## config.mk

```make
export PLATFORM = sky130hd
export DESIGN_NAME = slst_cell
export DESIGN_NICKNAME = d
export VERILOG_FILES = /design/src/hw/rtl/slst_pkg.sv /design/src/hw/rtl/slst_cell.sv
export SDC_FILE = /design/constraint.sdc
export NUM_CORES = 1
export LEC_CHECK = 0
export BUFFER_PORTS_ARGS = -buffer_cell sky130_fd_sc_hd__buf_2
export CAP_MARGIN = 40
export CORE_UTILIZATION = 43
export CTS_CLUSTER_DIAMETER = 50
export DETAILED_ROUTE_END_ITERATION = 10
export GPL_TIMING_DRIVEN = 0
export HOLD_SLACK_MARGIN = 0.1
export MAX_ROUTING_LAYER = met4
export PLACE_DENSITY = 0.86
export SLEW_MARGIN = 25
export SYNTH_ARGS = -nofsm -noshare
export SYNTH_HDL_FRONTEND = slang
export SYNTH_SLANG_ARGS = --single-unit
```

## constraint.sdc

```tcl
create_clock -name clk -period 8 [get_ports clk]
set_input_delay 1.6 -clock clk [delete_from_list [all_inputs] [get_ports clk]]
set_output_delay 1.6 -clock clk [all_outputs]
set_load 0.05 [all_outputs]
```

## src/hw/rtl/slst_pkg.sv

```systemverilog
// Shared types and constants for the sequential list store.
// Holds the command codes, the cell-row control struct and the sequencer states.
// No dependencies.
package slst_pkg;

  localparam int POS_W         = 8;
  localparam int VAL_W         = 32;
  localparam int CMD_W         = 2;
  localparam int DEF_CAPACITY  = 128;
  localparam int DEF_ELEM_BITS = 32;

  typedef enum logic [CMD_W-1:0] {
    CMD_GET    = 2'd0,
    CMD_LOCATE = 2'd1,
    CMD_INSERT = 2'd2,
    CMD_DELETE = 2'd3
  } cmd_t;

  typedef enum logic [1:0] {
    RING_HOLD,
    RING_ROTATE,
    RING_INSERT,
    RING_DELETE
  } ring_kind_t;

  typedef struct packed {
    ring_kind_t       kind;
    logic [POS_W-1:0] pos0;
  } ring_ctl_t;

  typedef enum logic [1:0] {
    ST_IDLE,
    ST_SCAN,
    ST_DONE
  } state_t;

endpackage

```

## src/hw/rtl/slst_cell.sv

```systemverilog
// One element cell of the list row: holds one entry and takes its next value
// from itself, its left or right neighbor, or the insert value. Uses slst_pkg.
module slst_cell
  import slst_pkg::*;
#(
  parameter int IDX_W     = 7,
  parameter int ELEM_BITS = DEF_ELEM_BITS,
  parameter int IDX       = 0
) (
  input  logic                 clk,
  input  ring_ctl_t            ctl,
  input  logic [ELEM_BITS-1:0] ins_value,
  input  logic [ELEM_BITS-1:0] left_data,
  input  logic [ELEM_BITS-1:0] right_data,
  output logic [ELEM_BITS-1:0] data_out
);

  localparam int CMP_W = ((IDX_W > POS_W) ? IDX_W : POS_W) + 1;

  logic [ELEM_BITS-1:0] data_r;
  logic [ELEM_BITS-1:0] data_nxt;
  logic [CMP_W-1:0]     my_idx;
  logic [CMP_W-1:0]     tgt_idx;

  assign my_idx  = CMP_W'(IDX);
  assign tgt_idx = CMP_W'(ctl.pos0);

  always_comb begin
    case (ctl.kind)
      RING_ROTATE: data_nxt = right_data;
      RING_INSERT: begin
        if (my_idx == tgt_idx) begin
          data_nxt = ins_value;
        end else if (my_idx > tgt_idx) begin
          data_nxt = left_data;
        end else begin
          data_nxt = data_r;
        end
      end
      RING_DELETE: begin
        if (my_idx >= tgt_idx) begin
          data_nxt = right_data;
        end else begin
          data_nxt = data_r;
        end
      end
      default: data_nxt = data_r;
    endcase
  end

  always_ff @(posedge clk) begin
    data_r <= data_nxt;
  end

  assign data_out = data_r;

endmodule

```

==> results.py, run 1 <==
metrics = {
    "run_status": {
        "status": "completed",
    },
    "finish": {
        "largest_register_ffs": 32,
        "multi_input_area_sq_um": 716,
        "regArea_sq_um": 961,
        "diodes": 0,
        "fillers": 353,
        "stdcell_count": 384,
        "drive_gt1_share_pct": 49.1,
        "nets": 440,
        "fin_util_pct": 66.6,
        "final_cell_area_sq_um": 2670,
        "syn_to_final_growth_pct": 48.8,
    },
    "floorplan": {
        "die-width_um": 66.5,
        "die_h_um": 66.5,
        "io_pins": 139,
        "core_area_sq_um": 4000,
        "start_util_pct": 44.8,
        "die_area_sq_um": 4430,
        "rows": 23,
    },
    "power": {
        "power.density_nw_per_um2": 165,
        "p_leak_nw": 1.12,
        "peakVddDrop_uv": 81.7,
    },
    "min_path": {
        "min_from": "right_data[24]",
        "min_path_type": "primary input to register",
        "min_to": "data_out[24]$_DFFE_PP_",
        "min_path_cells": 3,
    },
    "worst_setup_path": {
        "critPathKind": "primary input to register",
        "path_delay_family": "simple AND/OR/NAND/NOR gates",
        "cp-start-kind": "primary input",
        "worstPathMaxFanout": 17,
        "worstPathArrival_ns": 3.22,
        "critPathSlowestCell": "nor4_2",
        "critPathMaxStageDelay_ns": 0.60,
        "cp_num_buf_inv": 3,
        "worstSetupEndpointType": "register",
        "cp.required_ns": 8.00,
        "cp_cell_sequence": "buf_2 -> nor4_2 -> buf_4 -> nand3_1 -> o21ai_4 -> buf_16",
    },
    "global_route": {
        "grt_max_degree": 18,
        "grt_pass1_wl_um": 8450,
        "grt_overflow": 0,
        "grt_pass1_vias": 1834,
        "antenna_found_initial": 0,
        "grt_usage_pct": 26.6,
    },
    "synth": {
        "yosys_warnings": 0,
        "synth_ff_type": "edfxtp_1",
        "synth_seq_cells": 32,
        "synth_common_cells": "nand3_1, o21ai_1, a31oi_1, edfxtp_1, nor2_1",
        "synthArstFlopShare_pct": 0,
        "syn_nets": 294,
        "syn_avg_cell_area_sq_um": 9.57,
        "synth_edf_count": 32,
        "synth_largest_area_cell": "edfxtp_1",
        "synth.cell_area_sq_um": 1790,
        "synth_adder_area_share_pct": 0,
        "muxShareOfSynthArea_pct": 0,
        "synth_top_family_by_area": "compound AO/OA/AOI/OAI gates",
        "synth-compound-area-share_pct": 20.4,
        "ys_top_cells_by_area": "edfxtp_1, a31oi_1, nand3_1, o21ai_1, nor2_1",
        "yosys.area_share.simple_pct": 18.9,
        "synth_top_area_share_pct": 53.7,
        "synth_seq_area_share_pct": 53.7,
        "synth_xor_area_share_pct": 0,
        "synth_cell_types": 14,
        "syn_inst": 187,
    },
    "run": {
        "drv_cap": 0,
    },
    "sta": {
        "hold_ws_ns": 1.66,
        "slew_viol_final": 0,
        "period_share_pct": 40.3,
        "rsz0062_at_grt": "no",
        "slew_headroom_pct": 56.9,
        "fmax_mhz": 310,
        "fin_crit_ns": 3.23,
        "worst_slew_pin_slew_ns": 0.640,
        "hold_violations": 0,
        "fin_setup_tns_ns": 0,
        "setup_viol": 0,
    },
    "placement": {
        "dp_hpwl_um": 4350,
        "placedCellCount": 376,
        "port_buffers": 138,
        "routabilityCongestion": 0.834,
        "dpl-instance-area_sq_um": 2580,
    },
    "route": {
        "drt-vias-per-instance": 5.46,
        "totalWireLength_um": 5670,
        "ant_nets": 0,
        "drtPass1Iterations": 4,
        "num_vias": 2095,
        "drt_iter0_markers": 183,
        "drc": 0,
        "routedWlPerCell_um": 14.8,
    },
    "cts": {
        "cts_sinks": 32,
        "cts_hold_buf": 0,
        "path_clk_slew_ns": 0.06,
        "clk_path_buf_depth": 2,
        "clockRootBuffer": "clkbuf_8",
        "htree_levels": 2,
        "post_cts_resized": 0,
        "cts_tree": "built",
        "cts-buffers-inserted": 5,
        "post_cts_buffers": 0,
    },
}
[power breakdown]
group | switching, mW | total (mW) | internal [mW]
combinational | 0.0797 | 0.120 | 0.0403
clock | 0.0580 | 0.117 | 0.0589
sequential | 0.00282 | 0.203 | 0.200
[cell families after synthesis]
logic type / Yosys count
flops: 32
simple gates: 70
compound gates: 65
buf+inv: 20
[stage by stage]
stage	setup slack [ns]	power, mW
finish	4.77	0.440
global placement	3.51	0.322
detailed placement	4.45	0.326
global route	4.66	0.460
CTS	4.73	0.442
floorplan	4.22	0.279
[worst max-delay path by stage]
stage | slack [ns] | end | from | cells after the start
after floorplan | 4.22 | data_out[0]$_DFFE_PP_ | ctl[5] | 4
after global routing | 4.66 | data_out[9]$_DFFE_PP_ | ctl[1] | 6
final | 4.77 | data_out[13]$_DFFE_PP_ | ctl[1] | 6
after global placement | 3.51 | data_out[17]$_DFFE_PP_ | ctl[1] | 5
after CTS | 4.73 | data_out[9]$_DFFE_PP_ | ctl[1] | 6
after detailed placement | 4.45 | data_out[9]$_DFFE_PP_ | ctl[1] | 6
[worst min-delay path, stage by stage]
cell	delay, ns
buf_2	0.07
nor2_1	0.03
a31oi_1	0.12
[cell type report]
type                       count  area share (%)
buffer                        19            4.55
clock buffer                   5            2.58
clock inverter                 3           0.516
inverter                       1           0.141
multi-input combinational    135            26.9
sequential                    32            36.1
tap                           50            2.35
timing repair buffer         139            26.9
[cells in the final DEF, fill, tap and decap left out, drive strengths merged]
| master | n |
|---|---|
| edfxtp | 32 |
| or4 | 2 |
| clkinv | 3 |
| o21ai | 33 |
| a31oi | 32 |
| buf | 153 |
| nor2 | 32 |
| inv | 1 |
| nor2b | 1 |
| clkbuf | 10 |
| nand3 | 33 |
| nor4 | 2 |
[per-layer routing]
| layer | track usage (%) | up-vias | share of wire (%) | wire [um] |
|---|---|---|---|---|
| met5 | - | - | 0 | 0 |
| met4 | 11.4 | 0 | 2.5 | 141 |
| met3 | 5.82 | 15 | 7.3 | 416 |
| met2 | 44.9 | 121 | 51 | 2900 |
| met1 | 30.5 | 951 | 39 | 2210 |
| li1 | - | 1008 | - | - |
Note: power is estimated with default switching activity, not from simulation.
==> inputs of run 2 (changes only) <==
--- a/config.mk
+++ b/config.mk
@@ -7,13 +7,13 @@
 export LEC_CHECK = 0
 export BUFFER_PORTS_ARGS = -buffer_cell sky130_fd_sc_hd__buf_2
 export CAP_MARGIN = 40
-export CORE_UTILIZATION = 43
+export CORE_UTILIZATION = 40
 export CTS_CLUSTER_DIAMETER = 50
 export DETAILED_ROUTE_END_ITERATION = 10
 export GPL_TIMING_DRIVEN = 0
 export HOLD_SLACK_MARGIN = 0.1
 export MAX_ROUTING_LAYER = met4
-export PLACE_DENSITY = 0.86
+export PLACE_DENSITY = 0.81
 export SLEW_MARGIN = 25
 export SYNTH_ARGS = -nofsm -noshare
 export SYNTH_HDL_FRONTEND = slang
==> constraint.sdc (replaced) <==
create_clock -name clk -period 3.05 [get_ports clk]
set_input_delay 0.61 -clock clk [delete_from_list [all_inputs] [get_ports clk]]
set_output_delay 0.61 -clock clk [all_outputs]
set_load 0.05 [all_outputs]
==> run 2 against run 1 <==
Critical path depth did not move. Combinational power rose to 2.6 times the previous value. Via count fell by 1.5%. First-iteration DRC count fell by 56%. Power rose to 2.6 times the previous value. Design area did not move.
==> results.py, run 2 (synthesis gave the netlist of run 1 again) <==
metrics = {
    "cts": {
        "cts_hold_buf": 0,
        "cts_sinks": 32,
        "clockRootBuffer": "clkbuf_8",
        "post_cts_buffers": 0,
        "clk_path_buf_depth": 2,
        "cts_tree": "built",
        "post_cts_resized": 0,
        "cts-buffers-inserted": 5,
        "htree_levels": 2,
        "path_clk_slew_ns": 0.07,
    },
    "worst_setup_path": {
        "worstPathMaxFanout": 17,
        "cp-start-kind": "primary input",
        "cp_num_buf_inv": 3,
        "cp_cell_sequence": "buf_2 -> nor4_2 -> buf_4 -> nand3_1 -> o21ai_4 -> buf_16",
        "critPathMaxStageDelay_ns": 0.61,
        "path_delay_family": "simple AND/OR/NAND/NOR gates",
        "critPathSlowestCell": "nor4_2",
        "worstPathArrival_ns": 2.27,
        "cp.required_ns": 3.04,
        "worstSetupEndpointType": "register",
        "critPathKind": "primary input to register",
    },
    "run": {
        "drv_cap": 0,
    },
    "sta": {
        "hold_violations": 0,
        "fin_crit_ns": 2.28,
        "slew_viol_final": 0,
        "worst_slew_pin_slew_ns": 0.654,
        "period_share_pct": 74.9,
        "hold_ws_ns": 0.680,
        "fmax_mhz": 438,
        "setup_slack_ns": 0.765,
        "rsz0062_at_grt": "no",
        "slew_headroom_pct": 56.1,
        "fin_setup_tns_ns": 0,
        "setup_viol": 0,
    },
    "finish": {
        "final_common_cell": "buf_2",
        "largest_register_ffs": 32,
        "mostFrequentLayoutCells": "buf_2, nand3_1",
        "fin_util_pct": 64.3,
        "diodes": 0,
        "stdcell_count": 384,
        "syn_to_final_growth_pct": 48.8,
        "nets": 440,
        "drive_gt1_share_pct": 49.1,
        "final_cell_area_sq_um": 2670,
    },
    "power": {
        "p_leak_nw": 1.12,
        "peakVddDrop_uv": 222,
        "p_total_mw": 1.16,
        "power.density_nw_per_um2": 434,
    },
    "route": {
        "routedWlPerCell_um": 14.9,
        "drtPass1Iterations": 4,
        "ant_nets": 0,
        "drt_iter0_markers": 80,
        "drt-vias-per-instance": 5.37,
        "totalWireLength_um": 5730,
        "drc": 0,
        "num_vias": 2063,
    },
    "global_route": {
        "grt_overflow": 0,
        "grt_pass1_vias": 1864,
        "grt.busiest_layer": "met2",
        "antenna_found_initial": 0,
        "grt_util_met3_pct": 4.77,
        "grt_pass1_wl_um": 8250,
        "use_met2_pct": 40.2,
        "grt_usage_pct": 24.8,
        "grt_max_degree": 18,
        "use_met1_pct": 29.7,
    },
    "floorplan": {
        "die_area_sq_um": 4750,
        "rows": 23,
        "core_area_sq_um": 4140,
        "die_h_um": 68.9,
        "start_util_pct": 43.2,
        "die-width_um": 68.9,
        "io_pins": 139,
    },
    "placement": {
        "placedCellCount": 376,
        "dpl-instance-area_sq_um": 2580,
        "port_buffers": 138,
        "dp_hpwl_um": 4410,
        "detailedPlace.worstSlack_ns": 0.478,
        "routabilityCongestion": 0.850,
    },
    "min_path": {
        "min_path_type": "primary input to register",
    },
    "run_status": {
        "status": "completed",
    },
}
-- run 2: cell counts in the layout (fill, tap and decap cells not counted) --
No cell type changed its count.
-- run 2: worst min-delay path, stage by stage --
cell and delay [ns]:
buf_2 0.07, nor2_1 0.03, a31oi_1 0.12
-- run 2: final cells by class --
cell class,count,area (sq um)
plain buffers,19,121
clock buffers,5,68.8
clock inverters,3,13.8
fillers,369,1480
inverters,1,3.75
multi-input cells,135,716
flip-flops and latches,32,961
well taps,50,62.6
repair buffers,139,718
-- run 2: power by group --
part	switching, mW	internal (mW)	leakage (nW)	total, mW
clock	0.155	0.155	0.0453	0.309
sequential	0.00759	0.525	0.305	0.532
combinational	0.209	0.106	0.775	0.314
-- run 2: layer usage --
metal / up-vias / wire length, um
li1: 1007 / -
met1: 925 / 2310
met2: 115 / 2860
met3: 16 / 426
met4: 0 / 128
met5: - / 0
-- run 2: path summary, 6_finish.rpt --
path	from	to	slack, ns	depth (start not counted)
worst min-delay path	right_data[24]	data_out[24]$_DFFE_PP_	0.68	3
worst max-delay path	ctl[1]	data_out[6]$_DFFE_PP_	0.77	6
==> inputs of run 3 (changes only) <==
--- a/config.mk
+++ b/config.mk
@@ -5,15 +5,16 @@
 export SDC_FILE = /design/constraint.sdc
 export NUM_CORES = 1
 export LEC_CHECK = 0
+export ABC_AREA = 1
 export BUFFER_PORTS_ARGS = -buffer_cell sky130_fd_sc_hd__buf_2
 export CAP_MARGIN = 40
-export CORE_UTILIZATION = 40
+export CORE_UTILIZATION = 37
 export CTS_CLUSTER_DIAMETER = 50
 export DETAILED_ROUTE_END_ITERATION = 10
 export GPL_TIMING_DRIVEN = 0
 export HOLD_SLACK_MARGIN = 0.1
 export MAX_ROUTING_LAYER = met4
-export PLACE_DENSITY = 0.81
+export PLACE_DENSITY = 0.76
 export SLEW_MARGIN = 25
 export SYNTH_ARGS = -nofsm -noshare
 export SYNTH_HDL_FRONTEND = slang
==> constraint.sdc (replaced) <==
create_clock -name clk -period 2 [get_ports clk]
set_input_delay 0.4 -clock clk [delete_from_list [all_inputs] [get_ports clk]]
set_output_delay 0.4 -clock clk [all_outputs]
set_load 0.05 [all_outputs]
==> run 3 against run 2 <==
Synthesized cell count up 34%. Worst setup slack worse by 0.54 ns. Design area up 8.1%. Synthesized area up 11%. Global-route usage down 3.9 points. Critical endpoint is now data_out[13]$_DFFE_PP_. Highest routed layer unchanged.
==> results.py, run 3 <==
metrics = {
    "run_status": {
        "status": "completed",
    },
    "run": {
        "drv_cap": 0,
    },
    "sta": {
        "worst_slew_pin_slew_ns": 0.645,
        "slew_headroom_pct": 56.9,
        "period_share_pct": 88.6,
        "rsz0062_at_grt": "no",
        "setup_viol": 0,
        "hold_violations": 0,
        "hold_ws_ns": 0.384,
        "slew_viol_final": 0,
        "setup_slack_ns": 0.228,
        "fin_crit_ns": 1.77,
        "fmax_mhz": 564,
    },
    "cts": {
        "htree_levels": 2,
        "clockRootBuffer": "clkbuf_8",
        "cts_tree": "built",
        "cts_sinks": 32,
        "post_cts_resized": 0,
        "post_cts_buffers": 0,
        "cts_hold_buf": 0,
        "cts-buffers-inserted": 5,
        "path_clk_slew_ns": 0.07,
        "clk_path_buf_depth": 2,
    },
    "finish": {
        "regArea_sq_um": 961,
        "syn_to_final_growth_pct": 44.9,
        "multi_input_area_sq_um": 821,
        "fin_util_pct": 56.1,
        "nets": 504,
        "final_common_cell": "buf_2",
        "drive_gt1_share_pct": 40.1,
        "largest_register_ffs": 32,
        "fillers": 516,
        "diodes": 0,
        "mostFrequentLayoutCells": "buf_2, nand2_1, inv_1",
        "final_cell_area_sq_um": 2880,
    },
    "route": {
        "drt-vias-per-instance": 4.57,
        "ant_nets": 0,
        "drc": 0,
        "drt_iter0_markers": 67,
        "drtPass1Iterations": 4,
        "routedWlPerCell_um": 12.0,
        "totalWireLength_um": 5580,
        "num_vias": 2136,
    },
    "global_route": {
        "grt_pass1_vias": 1930,
        "grt_pass1_wl_um": 8450,
        "grt_overflow": 0,
        "antenna_found_initial": 0,
        "grt_usage_pct": 20.9,
        "grt_max_degree": 19,
    },
    "synth": {
        "synth.cell_area_sq_um": 1990,
        "yosys_warnings": 0,
        "synth_seq_area_share_pct": 48.3,
        "synth_seq_cells": 32,
        "synthArstFlopShare_pct": 0,
        "synth_ff_type": "edfxtp_1",
        "synth_largest_area_cell": "edfxtp_1",
        "syn_inst": 251,
        "synth_cell_types": 12,
        "ys_top_cells_by_area": "edfxtp_1, nand2_1, o21bai_1, nand3_1, inv_1",
        "syn_avg_cell_area_sq_um": 7.92,
        "synth_common_cells": "nand2_1, inv_1, edfxtp_1, nand3_1, o21bai_1",
        "yosysMostFrequentCell": "nand2_1",
        "syn_nets": 358,
        "synth_top_area_share_pct": 48.3,
        "synth_edf_count": 32,
    },
    "floorplan": {
        "die_area_sq_um": 5670,
        "start_util_pct": 38.7,
        "die-width_um": 75.3,
        "rows": 26,
        "io_pins": 139,
        "core_area_sq_um": 5140,
        "die_h_um": 75.3,
    },
    "power": {
        "p_total_mw": 1.76,
        "power.density_nw_per_um2": 609,
        "p_leak_nw": 1.47,
        "peakVddDrop_uv": 244,
    },
    "placement": {
        "detailedPlace.worstSlack_ns": -0.0927,
        "dp_hpwl_um": 4270,
        "dpl-instance-area_sq_um": 2810,
        "routabilityCongestion": 0.852,
        "port_buffers": 138,
    },
    "worst_setup_path": {
        "worstPathArrival_ns": 1.76,
        "cp.required_ns": 1.99,
        "critPathKind": "primary input to register",
        "worstSetupEndpointType": "register",
        "worstPathMaxFanout": 18,
        "cp-start-kind": "primary input",
    },
    "min_path": {
        "min_path_type": "primary input to register",
    },
}
==> run 3: area by class of cell <==
cell class	count	share of cell area [%]
Tap cell	70	3.04
Clock inverter	2	0.261
Clock buffer	5	2.39
Multi-Input combinational cell	170	28.5
Buffer	15	3.13
Inverter	34	4.43
Timing Repair Buffer	139	24.9
Sequential cell	32	33.3
==> run 3: worst paths after layout <==
check | to | slack (ns) | cells past startpoint | startpoint
worst min-delay path | data_out[8]$_DFFE_PP_ | 0.38 | 3 | right_data[8]
worst max-delay path | data_out[13]$_DFFE_PP_ | 0.23 | 8 | ctl[0]
==> run 3: kinds of logic (layout without fill, tap and decap cells) <==
family | count (synthesis) | after routing | share of synthesized area, %
compound gates | 33 | 33 | 12.3
simple gates | 137 | 137 | 28.4
flops | 32 | 32 | 48.3
buf+inv | 49 | 195 | 10.9
==> run 3: worst max-delay path, stage by stage <==
cell and delay (ns):
buf_2 0.09, nor2_1 0.10, nand2_1 0.18, nor2_4 0.23, buf_6 0.17, nand2_1 0.09
o21ai_4 0.25, buf_16 0.23
==> run 3: power by group <==
group	total (mW)	internal, mW	switching [mW]
registers	0.810	0.800	0.00956
clock network	0.460	0.229	0.231
logic	0.485	0.168	0.317
total	1.76	1.20	0.557
==> run 3: metrics by stage <==
| stage | TNS (ns) | cells |
|---|---|---|
| 2_1_floorplan | 0 | 251 |
| 3_3_place_gp | -8.86 | 459 |
| 3_5_place_dp | -1.38 | 460 |
| 4_1_cts | 0 | 467 |
| 5_1_grt | 0 | 467 |
| 6_report | 0 | 467 |
==> run 3: per-layer routing <==
metal  wire length (um)  part of all wire, %  vias to the layer above  track usage [%]
li1                   -                    -                     1096                -
met1               2280                   41                      927             23.4
met2               2750                   49                      103             35.0
met3                447                  8.0                       10             5.82
met4                106                  1.9                        0             9.05
met5                  0                    0                        -                -
